==> src/lbh_pkg.sv <==
// Package for the logarithmically binned histogram.
// Holds the word types, register indexes, reset values and the log2 fraction table.
// No dependencies.
package lbh_pkg;

    localparam int NUM_BINS_DEF   = 64;
    localparam int COUNT_BITS_DEF = 32;

    // Configuration port geometry.
    localparam int CFG_INDEX_BITS = 2;
    localparam int CFG_DATA_BITS  = 16;

    // Register indexes.
    localparam logic [CFG_INDEX_BITS-1:0] REG_LOG2_LOWER_BOUND = 2'd0;
    localparam logic [CFG_INDEX_BITS-1:0] REG_BINS_PER_OCTAVE  = 2'd1;
    localparam logic [CFG_INDEX_BITS-1:0] REG_BINS_USED        = 2'd2;

    // Register reset values.
    localparam logic [14:0] LOWER_BOUND_RST = 15'd0;
    localparam logic [15:0] BPO_RST         = 16'd256;
    localparam logic [6:0]  BINS_USED_RST   = 7'd64;

    // Largest number of results one readout may return.
    localparam int MAX_OUT = 64;

    // Operation codes.
    localparam logic OP_SAMPLE  = 1'b0;
    localparam logic OP_READOUT = 1'b1;

    typedef struct packed {
        logic        op;
        logic [31:0] sample_value;
    } in_word_t;

    typedef struct packed {
        logic [5:0]  bin_number;
        logic [31:0] bin_count;
        logic        last_bin;
    } out_word_t;

    // round(1024 * log2(1 + i/32)) for i = 0..32.
    function automatic logic [10:0] frac_lut(input logic [5:0] i);
        logic [10:0] t;
        case (i)
            6'd0:  t = 11'd0;
            6'd1:  t = 11'd45;
            6'd2:  t = 11'd90;
            6'd3:  t = 11'd132;
            6'd4:  t = 11'd174;
            6'd5:  t = 11'd214;
            6'd6:  t = 11'd254;
            6'd7:  t = 11'd292;
            6'd8:  t = 11'd330;
            6'd9:  t = 11'd366;
            6'd10: t = 11'd402;
            6'd11: t = 11'd436;
            6'd12: t = 11'd470;
            6'd13: t = 11'd504;
            6'd14: t = 11'd536;
            6'd15: t = 11'd568;
            6'd16: t = 11'd599;
            6'd17: t = 11'd629;
            6'd18: t = 11'd659;
            6'd19: t = 11'd689;
            6'd20: t = 11'd717;
            6'd21: t = 11'd745;
            6'd22: t = 11'd773;
            6'd23: t = 11'd800;
            6'd24: t = 11'd827;
            6'd25: t = 11'd853;
            6'd26: t = 11'd879;
            6'd27: t = 11'd904;
            6'd28: t = 11'd929;
            6'd29: t = 11'd953;
            6'd30: t = 11'd977;
            6'd31: t = 11'd1001;
            6'd32: t = 11'd1024;
            default: t = 11'd0;
        endcase
        return t;
    endfunction

endpackage

==> src/log_binned_histogram.sv <==
// Logarithmically binned histogram: top level with the log2 pipeline and bin store control.
// Depends on lbh_pkg and lbh_ram.
// Sample words: one accepted per cycle while no readout or clearing pass runs; the bin is
// updated when the sample reaches the write-back stage. Readout word: waits for samples
// in flight, then reads, reports and clears each bin in use (held back while m_ready
// stalls) and clears the remaining bins of the store.
// Reset (aresetn low, synchronous) restores the registers and then runs a clearing pass
// over every bin of the bin store, during which no word is accepted.
module log_binned_histogram #(
    parameter int NUM_BINS   = lbh_pkg::NUM_BINS_DEF,
    parameter int COUNT_BITS = lbh_pkg::COUNT_BITS_DEF
) (
    input  logic                               aclk,
    input  logic                               aresetn,
    // Sample and readout words.
    input  logic                               s_valid,
    output logic                               s_ready,
    input  lbh_pkg::in_word_t                  s_data,
    // Result words, one per bin in use on readout.
    output logic                               m_valid,
    input  logic                               m_ready,
    output lbh_pkg::out_word_t                 m_data,
    // Configuration writes.
    input  logic                               cfg_we,
    input  logic [lbh_pkg::CFG_INDEX_BITS-1:0] cfg_index,
    input  logic [lbh_pkg::CFG_DATA_BITS-1:0]  cfg_wdata
);

    localparam int AW = $clog2(NUM_BINS);
    // Wide enough for a bin pointer plus one and for the 7-bit bins_used value.
    localparam int KW = (AW + 1 > 7) ? AW + 1 : 7;
    localparam int USED_MAX = (NUM_BINS < lbh_pkg::MAX_OUT) ? NUM_BINS : lbh_pkg::MAX_OUT;
    localparam logic [AW-1:0] LAST_ADDR = AW'(NUM_BINS - 1);

    // Control states.
    localparam logic [2:0] ST_CLR   = 3'd0;  // writing zeros through the store
    localparam logic [2:0] ST_RUN   = 3'd1;  // taking words
    localparam logic [2:0] ST_DRAIN = 3'd2;  // readout waits for samples in flight
    localparam logic [2:0] ST_RD    = 3'd3;  // read and clear one bin that is reported
    localparam logic [2:0] ST_DATA  = 3'd4;  // load that bin into the output register

    // Configuration registers.
    logic [14:0] lower_bound_reg;
    logic [15:0] bpo_reg;
    logic [6:0]  bins_used_reg;

    always_ff @(posedge aclk) begin
        if (!aresetn) begin
            lower_bound_reg <= lbh_pkg::LOWER_BOUND_RST;
            bpo_reg         <= lbh_pkg::BPO_RST;
            bins_used_reg   <= lbh_pkg::BINS_USED_RST;
        end else if (cfg_we) begin
            unique case (cfg_index)
                lbh_pkg::REG_LOG2_LOWER_BOUND: lower_bound_reg <= cfg_wdata[14:0];
                lbh_pkg::REG_BINS_PER_OCTAVE:  bpo_reg         <= cfg_wdata;
                lbh_pkg::REG_BINS_USED:        bins_used_reg   <= cfg_wdata[6:0];
                default: ;
            endcase
        end
    end

    // Bins in use, clamped to the store size and to the result limit.
    logic [6:0] eff_used;
    assign eff_used = (bins_used_reg > 7'(USED_MAX)) ? 7'(USED_MAX) : bins_used_reg;

    logic [2:0] state_reg, state_next;
    logic       in_accept;

    assign s_ready   = (state_reg == ST_RUN);
    assign in_accept = s_valid && s_ready;

    // Stage 1 holds the accepted sample. Zero samples and readout words never enter.
    logic        s1_v_reg;
    logic [31:0] s1_val_reg;

    always_ff @(posedge aclk) begin
        if (!aresetn) begin
            s1_v_reg <= 1'b0;
        end else begin
            s1_v_reg <= in_accept && (s_data.op == lbh_pkg::OP_SAMPLE)
                        && (s_data.sample_value != 32'd0);
        end
        s1_val_reg <= s_data.sample_value;
    end

    // Stage 1 to 2: leading-one position and normalization.
    logic [4:0]  lead_pos;
    logic [31:0] norm_val;

    always_comb begin
        lead_pos = 5'd0;
        for (int i = 0; i < 32; i++) begin
            if (s1_val_reg[i]) begin
                lead_pos = 5'(i);
            end
        end
        norm_val = s1_val_reg << (5'd31 - lead_pos);
    end

    logic       s2_v_reg;
    logic [4:0] s2_exp_reg;
    logic [4:0] s2_idx_reg;
    logic [4:0] s2_rem_reg;

    always_ff @(posedge aclk) begin
        if (!aresetn) begin
            s2_v_reg <= 1'b0;
        end else begin
            s2_v_reg <= s1_v_reg;
        end
        s2_exp_reg <= lead_pos;
        s2_idx_reg <= norm_val[30:26];
        s2_rem_reg <= norm_val[25:21];
    end

    // Stage 2 to 3: fraction by table and linear interpolation, then offset by the bound.
    logic [10:0] frac_lo, frac_hi, frac_diff;
    logic [15:0] interp_prod;
    logic [14:0] log_val;
    logic        above_bound;

    always_comb begin
        frac_lo     = lbh_pkg::frac_lut({1'b0, s2_idx_reg});
        frac_hi     = lbh_pkg::frac_lut(6'({1'b0, s2_idx_reg}) + 6'd1);
        frac_diff   = frac_hi - frac_lo;
        interp_prod = {5'd0, frac_diff} * {11'd0, s2_rem_reg};
        log_val     = {s2_exp_reg, 10'd0} + {4'd0, frac_lo} + {4'd0, interp_prod[15:5]};
        above_bound = (log_val >= lower_bound_reg);
    end

    logic        s3_v_reg;
    logic [14:0] s3_delta_reg;

    always_ff @(posedge aclk) begin
        if (!aresetn) begin
            s3_v_reg <= 1'b0;
        end else begin
            s3_v_reg <= s2_v_reg && above_bound;
        end
        s3_delta_reg <= log_val - lower_bound_reg;
    end

    // Stage 3 to 4: scale by bins per octave and floor; drop bins past the range.
    logic [30:0] scale_prod;
    logic [12:0] bin_idx;
    logic        bin_ok;

    assign scale_prod = {16'd0, s3_delta_reg} * {15'd0, bpo_reg};
    assign bin_idx    = scale_prod[30:18];
    assign bin_ok     = (bin_idx < {6'd0, eff_used});

    logic          s4_v_reg;
    logic [AW-1:0] s4_addr_reg;

    always_ff @(posedge aclk) begin
        if (!aresetn) begin
            s4_v_reg <= 1'b0;
        end else begin
            s4_v_reg <= s3_v_reg && bin_ok;
        end
        s4_addr_reg <= AW'(bin_idx);
    end

    // Stage 4 reads the bin; stage 5 increments it and writes it back.
    logic          s5_v_reg;
    logic [AW-1:0] s5_addr_reg;

    always_ff @(posedge aclk) begin
        if (!aresetn) begin
            s5_v_reg <= 1'b0;
        end else begin
            s5_v_reg <= s4_v_reg;
        end
        s5_addr_reg <= s4_addr_reg;
    end

    // The RAM read that runs alongside a write to the same bin returns the old count,
    // so the last written count is forwarded from a register to the next increment.
    logic                  fwd_v_reg;
    logic [AW-1:0]         fwd_addr_reg;
    logic [COUNT_BITS-1:0] fwd_data_reg;
    logic [COUNT_BITS-1:0] ram_rdata;
    logic [COUNT_BITS-1:0] cur_count, inc_count;

    assign cur_count = (fwd_v_reg && (fwd_addr_reg == s5_addr_reg)) ? fwd_data_reg : ram_rdata;
    assign inc_count = (&cur_count) ? cur_count : cur_count + COUNT_BITS'(1);

    always_ff @(posedge aclk) begin
        if (!aresetn) begin
            fwd_v_reg <= 1'b0;
        end else begin
            fwd_v_reg <= s5_v_reg;
        end
        fwd_addr_reg <= s5_addr_reg;
        fwd_data_reg <= inc_count;
    end

    logic pipe_empty;
    assign pipe_empty = !(s1_v_reg || s2_v_reg || s3_v_reg || s4_v_reg || s5_v_reg);

    // Sweep pointer, shared by the clearing pass and the readout.
    logic [AW-1:0] k_reg, k_next;
    logic [KW-1:0] k_ext;
    logic [KW-1:0] used_ext;
    logic          is_last_out;

    assign k_ext       = KW'(k_reg);
    assign used_ext    = KW'(eff_used);
    assign is_last_out = ((k_ext + KW'(1)) == used_ext);

    // Output register.
    logic               m_valid_reg, m_valid_next;
    lbh_pkg::out_word_t m_data_reg, m_data_next;
    logic [31:0]        out_count;

    always_comb begin
        if ((COUNT_BITS > 32) && ((ram_rdata >> 32) != '0)) begin
            out_count = 32'hFFFF_FFFF;
        end else begin
            out_count = 32'(ram_rdata);
        end
    end

    logic sweep_we;
    assign sweep_we = ((state_reg == ST_RD) && !m_valid_reg) || (state_reg == ST_CLR);

    always_comb begin
        state_next   = state_reg;
        k_next       = k_reg;
        m_valid_next = m_valid_reg && !m_ready;
        m_data_next  = m_data_reg;

        unique case (state_reg)
            ST_CLR: begin
                if (k_reg == LAST_ADDR) begin
                    k_next     = '0;
                    state_next = ST_RUN;
                end else begin
                    k_next = k_reg + AW'(1);
                end
            end
            ST_RUN: begin
                if (in_accept && (s_data.op == lbh_pkg::OP_READOUT)) begin
                    state_next = ST_DRAIN;
                end
            end
            ST_DRAIN: begin
                if (pipe_empty) begin
                    state_next = (eff_used == 7'd0) ? ST_CLR : ST_RD;
                end
            end
            ST_RD: begin
                // Wait for an empty output register so the read data can land.
                if (!m_valid_reg) begin
                    state_next = ST_DATA;
                end
            end
            ST_DATA: begin
                m_valid_next           = 1'b1;
                m_data_next.bin_number = 6'(k_reg);
                m_data_next.bin_count  = out_count;
                m_data_next.last_bin   = is_last_out;
                if (is_last_out) begin
                    if (k_reg == LAST_ADDR) begin
                        k_next     = '0;
                        state_next = ST_RUN;
                    end else begin
                        k_next     = k_reg + AW'(1);
                        state_next = ST_CLR;
                    end
                end else begin
                    k_next     = k_reg + AW'(1);
                    state_next = ST_RD;
                end
            end
            default: begin
                state_next = ST_CLR;
                k_next     = '0;
            end
        endcase
    end

    always_ff @(posedge aclk) begin
        if (!aresetn) begin
            state_reg   <= ST_CLR;
            k_reg       <= '0;
            m_valid_reg <= 1'b0;
        end else begin
            state_reg   <= state_next;
            k_reg       <= k_next;
            m_valid_reg <= m_valid_next;
        end
        m_data_reg <= m_data_next;
    end

    assign m_valid = m_valid_reg;
    assign m_data  = m_data_reg;

    // Bin store. Sample writes and sweep writes never coincide: the sweep starts
    // only after the sample pipeline has drained.
    logic                  ram_we;
    logic [AW-1:0]         ram_waddr, ram_raddr;
    logic [COUNT_BITS-1:0] ram_wdata;

    assign ram_we    = s5_v_reg || sweep_we;
    assign ram_waddr = s5_v_reg ? s5_addr_reg : k_reg;
    assign ram_wdata = s5_v_reg ? inc_count : '0;
    assign ram_raddr = (state_reg == ST_RD) ? k_reg : s4_addr_reg;

    lbh_ram #(
        .WIDTH (COUNT_BITS),
        .DEPTH (NUM_BINS)
    ) u_bin_store (
        .aclk  (aclk),
        .we    (ram_we),
        .waddr (ram_waddr),
        .wdata (ram_wdata),
        .raddr (ram_raddr),
        .rdata (ram_rdata)
    );

    // A readout sweep never starts while samples are still in flight.
    a_sweep_after_drain: assert property (@(posedge aclk) disable iff (!aresetn)
        (state_reg == ST_RD) |-> pipe_empty)
        else $error("readout sweep with samples in flight");

    // Sample write-back happens only while taking words or draining.
    a_write_in_run: assert property (@(posedge aclk) disable iff (!aresetn)
        s5_v_reg |-> ((state_reg == ST_RUN) || (state_reg == ST_DRAIN)))
        else $error("sample write-back during sweep");

    // A bin is loaded into the output register only when it is empty.
    a_out_free: assert property (@(posedge aclk) disable iff (!aresetn)
        (state_reg == ST_DATA) |-> !m_valid_reg)
        else $error("output register overwritten");

    // A new result word appears only after a readout data cycle.
    a_out_source: assert property (@(posedge aclk) disable iff (!aresetn)
        $rose(m_valid_reg) |-> ($past(state_reg) == ST_DATA))
        else $error("result word without readout");

endmodule

==> src/lbh_ram.sv <==
// Generic simple dual-port RAM with one write port and a registered read port.
// A read of the address being written in the same cycle returns the old data.
// No dependencies.
module lbh_ram #(
    parameter int WIDTH = 32,
    parameter int DEPTH = 64
) (
    input  logic                     aclk,
    input  logic                     we,
    input  logic [$clog2(DEPTH)-1:0] waddr,
    input  logic [WIDTH-1:0]         wdata,
    input  logic [$clog2(DEPTH)-1:0] raddr,
    output logic [WIDTH-1:0]         rdata
);

    logic [WIDTH-1:0] mem [DEPTH];

    always_ff @(posedge aclk) begin
        rdata <= mem[raddr];
        if (we) begin
            mem[waddr] <= wdata;
        end
    end

endmodule
==> config.mk <==
export PLATFORM = sky130hd
export DESIGN_NAME = log_binned_histogram
export DESIGN_NICKNAME = d
export VERILOG_FILES = /design/src/lbh_pkg.sv /design/src/log_binned_histogram.sv /design/src/lbh_ram.sv
export SDC_FILE = /design/constraint.sdc
export NUM_CORES = 2
export LEC_CHECK = 0
export BUFFER_PORTS_ARGS = -buffer_cell sky130_fd_sc_hd__buf_2
export CAP_MARGIN = 20
export CORE_MARGIN = 3
export CORE_UTILIZATION = 50
export DETAILED_ROUTE_END_ITERATION = 6
export PLACE_DENSITY = 0.65
export REMOVE_ABC_BUFFERS = 1
export SYNTH_ARGS = -nofsm -noshare
export SYNTH_HDL_FRONTEND = slang
export SYNTH_SLANG_ARGS = --single-unit
==> constraint.sdc <==
create_clock -name aclk -period 10.1 [get_ports aclk]
set_input_delay 0 -clock aclk [delete_from_list [all_inputs] [get_ports aclk]]
set_output_delay 0 -clock aclk [all_outputs]
set_load 0.01 [all_outputs]
[Word-level counts from Yosys, hierarchy flattened]
Memories as Yosys holds them, arrays and structs flattened. A register that Yosys moved wholly into a read port is not among the register bits.
Index checks and enable logic that the tools add are counted.
Cells by class
  add/sub/neg operators: 9
  multiplexer cells: 51
  bitwise gates (word level): 1
  reductions and logical operators: 27
  eq/ne operators: 13
  shift-type cells: 1
  magnitude comparators: 3
  multiply operators: 2
Operators with widths (number)
  two-way mux 5 bit: 30
  two-way mux 32 bit: 3
  adder 32 x 1 -> 32 bit, second input constant: 1
  AND reduction 32 bit: 1
  nonzero test 32 bit: 1
  left shift 32 x 5 -> 31 bit: 1
  multiplier 15 x 16 -> 31 bit: 1
  adder 15 x 11 -> 15 bit: 2
  two-way mux 6 bit: 4
  case mux 6 bit (3 select lines): 1
  multiplier 11 x 5 -> 16 bit: 1
  >= comparator 15 bit: 1
  two-way mux 3 bit: 5
  case mux 3 bit (5 select lines): 1
  subtractor 15 bit: 1
  < comparator 13 x 7 -> 1 bit: 1
  subtractor 11 bit: 1
  logical AND 1 bit: 9
  adder 6 x 1 -> 7 bit, second input constant: 1
  equality test 7 bit: 1
  > comparator 7 bit, second input constant: 1
  zero test 7 bit: 1
  two-way mux 7 bit: 1
  adder 5 x 1 -> 6 bit, second input constant: 1
  21 further kinds: 36
Word-level totals
  logic and storage cells: 134
  input bits: 56
  bits in registers: 205
  memory bits (read-only): 1024
  memory bits (writable): 2048
  output and inout port bits: 41
  memories: 3
Memory list
  u_bin_store.mem: words 64, bits a word 32, rd ports 1, clocked after Yosys merged registers in 1, wr ports 1, RTL line lbh_ram.sv:16  | logic [WIDTH-1:0] mem [DEPTH];
  (no name shown): words 64, bits a word 11, rd ports 1, clocked after Yosys merged registers in 0, wr ports 0, RTL line lbh_pkg.sv:44  | case (i)
  (no name shown): words 32, bits a word 10, rd ports 1, clocked after Yosys merged registers in 1, wr ports 0, RTL line lbh_pkg.sv:44

[Logic depth before layout (Yosys ltp)]
  word-level depth: 33
  mapped depth: 43
  depth with buffers taken out: 42

[Cells and area by module]
A second synthesis with hierarchy kept.
Unflattened totals
  cell total of the unflattened synthesis: 5763
  area, all modules: 99840.8 um^2
By module, submodules not included
  lbh_ram: area each 78515.3 um^2, instances 1, sequential area each 62139.6 um^2, cells each 3324
  log_binned_histogram: area each 21325.5 um^2, instances 1, sequential area each 4694.5 um^2, cells each 2439

[Least setup slack after synthesis]
No wires, ideal clock.
  path type: reg2reg
  from: reg s2_idx_reg[1]
  to: reg s3_delta_reg[13]
  path buffers: 1
  required time: 9.969 ns
  cell stages (with the launch flop): 39
  setup slack: 1.505 ns
  clock period less this slack: 8.595 ns
  data arrival time: 8.464 ns
  cells stage by stage: dfxtp_1 > ha_1 > clkbuf_1 > xnor2_1 > clkinv_1 > ha_1 > a2111oi_0 > a311oi_1 > ha_1 > a21oi_1 > nand2_1 > a21o_1 > a21o_1 > a21o_1 > a21o_1 > xor2_1 > and2_1 > fa_1 > [3 not listed] > inv_1 > ha_1 > nand3_1 > o21ai_0 > nor4_1 > nor4b_1 > nor2_1 > xnor2_1 > ha_1 > a21o_1 > a31o_2 > xor2_1 > ha_1 > or3_1 > o21ai_0 > a21oi_1 > a2111oi_0 > nor3_1
On the way
  word-level cells in the longest chain between the ends: 6
RTL lines
  from (decl): RTL line log_binned_histogram.sv:102  | logic [4:0] s2_idx_reg;
  from (signal assigned): RTL line log_binned_histogram.sv:112  | s2_idx_reg <= norm_val[30:26];
  adder 5 x 1 -> 6 bit: RTL line log_binned_histogram.sv:124  | frac_hi = lbh_pkg::frac_lut(6'({1'b0, s2_idx_reg}) + 6'd1);
  memory (64 x 11 bit)
  subtractor 11 bit: RTL line log_binned_histogram.sv:125  | frac_diff = frac_hi - frac_lo;
  multiplier 11 x 5 -> 16 bit: RTL line log_binned_histogram.sv:126  | interp_prod = {5'd0, frac_diff} * {11'd0, s2_rem_reg};
  adder 15 x 11 -> 15 bit: RTL line log_binned_histogram.sv:127  | log_val = {s2_exp_reg, 10'd0} + {4'd0, frac_lo} + {4'd0, interp_prod[15:5]};
  subtractor 15 bit: RTL line log_binned_histogram.sv:140  | s3_delta_reg <= log_val - lower_bound_reg;
  to (signal assigned): RTL line log_binned_histogram.sv:140
  to (decl): RTL line log_binned_histogram.sv:132  | logic [14:0] s3_delta_reg;
No other way between the ends.
A chain may end at the register's enable or synchronous reset.

[Final worst setup path]
  from: reg s2_idx_reg[2]
  to: reg s3_delta_reg[13]
Same word-level chain as after synthesis.

==> impl_metrics.yaml <==
synthesis:
  synth_cells: 5970
  ys_async_sr_fraction_pct: 0
  yosysWarnings: 0
  ys_seq_area_share_pct: 66.9
  syn_area_sq_um: 99900
  synth-edff-count: 2087
  synth_ff_type: "edfxtp_1"
  synth.distinct_cells: 85
  ys_ff_latch: 2295
  syn_avg_cell_area_sq_um: 16.7
final_layout:
  seqCellArea_sq_um: 66800
  nNetsFinal: 6718
  multiInputGateArea_sq_um: 31500
  num-fill-cells: 14793
  drive_above_1_share_pct: 19.3
  area_growth_pct: 13.9
  fin_area_sq_um: 114000
  largest_reg_flops: 2048
power:
  switchingPower_uw: 14200
  clockPowerShare_pct: 22.5
  switching_share_pct: 37.8
  seqPwrFrac_pct: 30.0
  p_comb_share_pct: 47.6
  p_leak_uw: 0.0368
  power.internal_uw: 23400
  powerDensity_nw_per_um2: 330
  max-vdd-ir-drop_uv: 2370
die:
  die_h_microns: 453
  rows: 163
  core_area_sq_um: 198000
  dieWidth_microns: 453
  ios: 97
  dieArea_sq_um: 205000
  start_util_pct: 50.5
timing:
  worstMarginPinSlew_ns: 1.12
  finClkSkew_ns: 0.0682
  timing.final.crit_share_pct: 93.2
  relSlewSlack_pct: 25.4
  timing_hold_violations_final: 0
  rsz0062_at_grt: "false"
  setup_viol: 0
  period_needed_ns: 9.41
  max_freq_ghz: 0.106
  setup_slack_ns: 0.686
  slew_violations: 0
place:
  place.gp.congestion: 0.868
  portBuffers: 96
  post-place-ws_ns: 0.430
  dp_hpwl_mm: 140
  placed_cell_area_sq_um: 104000
grt:
  overflow: 0
  grt_max_degree: 143
  grt_usage_pct: 24.5
  antenna_found_initial: 3
  grt_pass1_vias: 56265
  grt_pass1_wl_mm: 373
clock_tree:
  cts_setup_buffers: 0
  clock_sinks: 2295
  clk_pin_slew_ns: 0.06
  numCtsBuffers: 227
  tritoncts: "done"
  clock-root-buffer: "clkbuf_16"
  insertion_delay_ns: 0.88
  cts_max_level: 4
  clockBufferDepth: 3
worst_setup_path:
  worstSetupPathType: "reg2reg"
  cp_slowest_cell: "a2111oi_0"
  r2r-start: "s2_idx_reg[2]"
  cp_slowest_stage_delay_ns: 0.52
  worst_setup_path_start_kind: "flip-flop"
  cp.arrival_ns: 10.12
  crit_start: "s2_idx_reg[2]"
  cp_top_family: "compound AO/OA/AOI/OAI gates"
  critPathBufInv: 2
  crit_required_ns: 10.80
  endpoint_kind: "flip-flop"
  cp_max_fo: 11
worst_hold_path:
  hp-start: "cfg_wdata[8]"
  min_path_type: "in2reg"
route:
  antenna_left: 0
  firstDrtPassIters: 6
  vias_per_cell: 6.11
  drc: 0
  routedWlPerCell_microns: 27.6
  drt_iter0_drc: 6275
  wl_mm: 251
  vias: 55643
job:
  cap_viol_max_count: 0
run_status:
  status: "completed"
[cell type report]
type | instances | area share (%)
clock buffers | 293 | 5.41
repair buffers | 385 | 3.11
diodes | 6 | 0.0132
inverters | 283 | 0.933
well taps | 2640 | 2.90
flip-flops and latches | 2295 | 58.7
multi-input cells | 3077 | 27.7
clock inverters | 128 | 1.22
[cell usage after synthesis (all sizes together), types with 9 or more instances]
master,instances,share of area [%]
a211oi,171,1.3
a21boi,31,0.23
a21o,26,0.20
a21oi,138,0.69
a221oi,9,0.079
a311oi,69,0.60
a31oi,75,0.47
and2,319,2.0
buf,69,0.29
clkbuf,246,0.92
dfxtp,208,4.2
edfxtp,2087,63
fa,208,4.2
ha,185,2.3
inv,282,1.1
mux2,18,0.20
mux2i,91,0.91
mux4,515,12
nand2,579,2.2
nand2b,14,0.088
nand3,52,0.26
nand4,14,0.088
nor2,169,0.65
nor2b,30,0.20
nor3,36,0.19
nor4,21,0.14
o21a,9,0.068
o21ai,73,0.37
or2,9,0.056
or3,9,0.056
xnor2,58,0.52
xor2,42,0.37
[worst min-delay path, cell delays in order]
cell	delay, ns
dlygate4sd3_1	0.53
buf_2	0.13
nand2_1	0.09
a21boi_0	0.08
[through the flow]
step | util [%] | setup TNS (ns) | instances | hold WS, ns | total power, uW
after global placement | 52.6 | 0 | 8514 | 0.116 | 29100
final | 57.5 | 0 | 9107 | 0.0559 | 37600
after global routing | 57.5 | 0 | 9103 | 0.0376 | 40300
after CTS | 57.1 | 0 | 9072 | 0.0000460 | 37800
after floorplan | - | -1238.81 | 5655 | 0.0277 | 25300
after detailed placement | 52.6 | 0 | 8515 | 0.119 | 29300
[power groups by stage]
stage / logic [uW] / clock network [uW] / registers [uW]
2_1_floorplan: 14100 / 0 / 11200
3_3_place_gp: 17700 / 0 / 11400
3_5_place_dp: 17800 / 0 / 11500
4_1_cts: 18000 / 8580 / 11300
5_1_grt: 20000 / 8970 / 11300
6_report: 17900 / 8450 / 11300
[routing by layer]
metal,share of wire [%],up-vias,track usage (%),wire (microns)
li1,-,23602,-,-
met1,40,29309,34.4,102000
met4,2.9,2,7.43,7200
met3,8.0,407,4.63,20200
met5,0.0052,-,0,13
met2,49,2323,39.4,122000
[placed cells by master, fill, tap and decap left out, drive strengths merged, types with 9 or more instances in the layout]
cell type	Yosys	routed
xnor2	58	58
a211oi	171	171
xor2	42	42
a21oi	138	138
nand4	14	14
mux2	18	18
edfxtp	2087	2087
nand3	52	52
bufinv	0	20
clkbuf	246	295
a31oi	75	75
fa	208	208
or2	9	9
clkinv	1	92
a311oi	69	69
a21o	26	26
nor3	36	36
nand2b	14	14
ha	185	185
inv	282	289
and2	319	319
a221oi	9	9
nor2	169	169
o21a	9	9
nor2b	30	30
mux2i	91	91
buf	69	247
clkinvlp	0	10
a21boi	31	31
nand2	579	579
nor4	21	21
o21ai	73	73
dlygate4sd3	0	136
mux4	515	515
or3	9	9
dfxtp	208	208
[cell families (layout without fill, tap and decap cells)]
logic type / after synthesis / after routing / share of synthesized area, %
AO/OA/AOI/OAI: 678 / 678 / 4.63
buffers and inverters: 598 / 1089 / 2.27
XOR/XNOR: 100 / 100 / 0.884
flip-flops: 2295 / 2295 / 66.9
multiplexers: 624 / 624 / 12.7
adder cells (fa/ha/maj): 394 / 394 / 6.49
AND/OR/NAND/NOR: 1281 / 1281 / 6.13
other: 0 / 6 / 0
[timing repair]
action / in CTS / in global routing
hold buffers: 136 / 0
resized for setup: 0 / 4
endpoints found under the hold margin: 86 / 0
endpoints found under the setup margin: 0 / 3
[final timing paths]
check / slack (ns) / endpoint / cells after the start
max: 0.69 / s3_delta_reg[13] / 36
min reg2reg: 0.39 / fwd_addr_reg[5] / 0
max reg2reg: 0.69 / s3_delta_reg[13] / 36
min: 0.06 / lower_bound_reg[8] / 4
(Power assumes the default switching activity.)
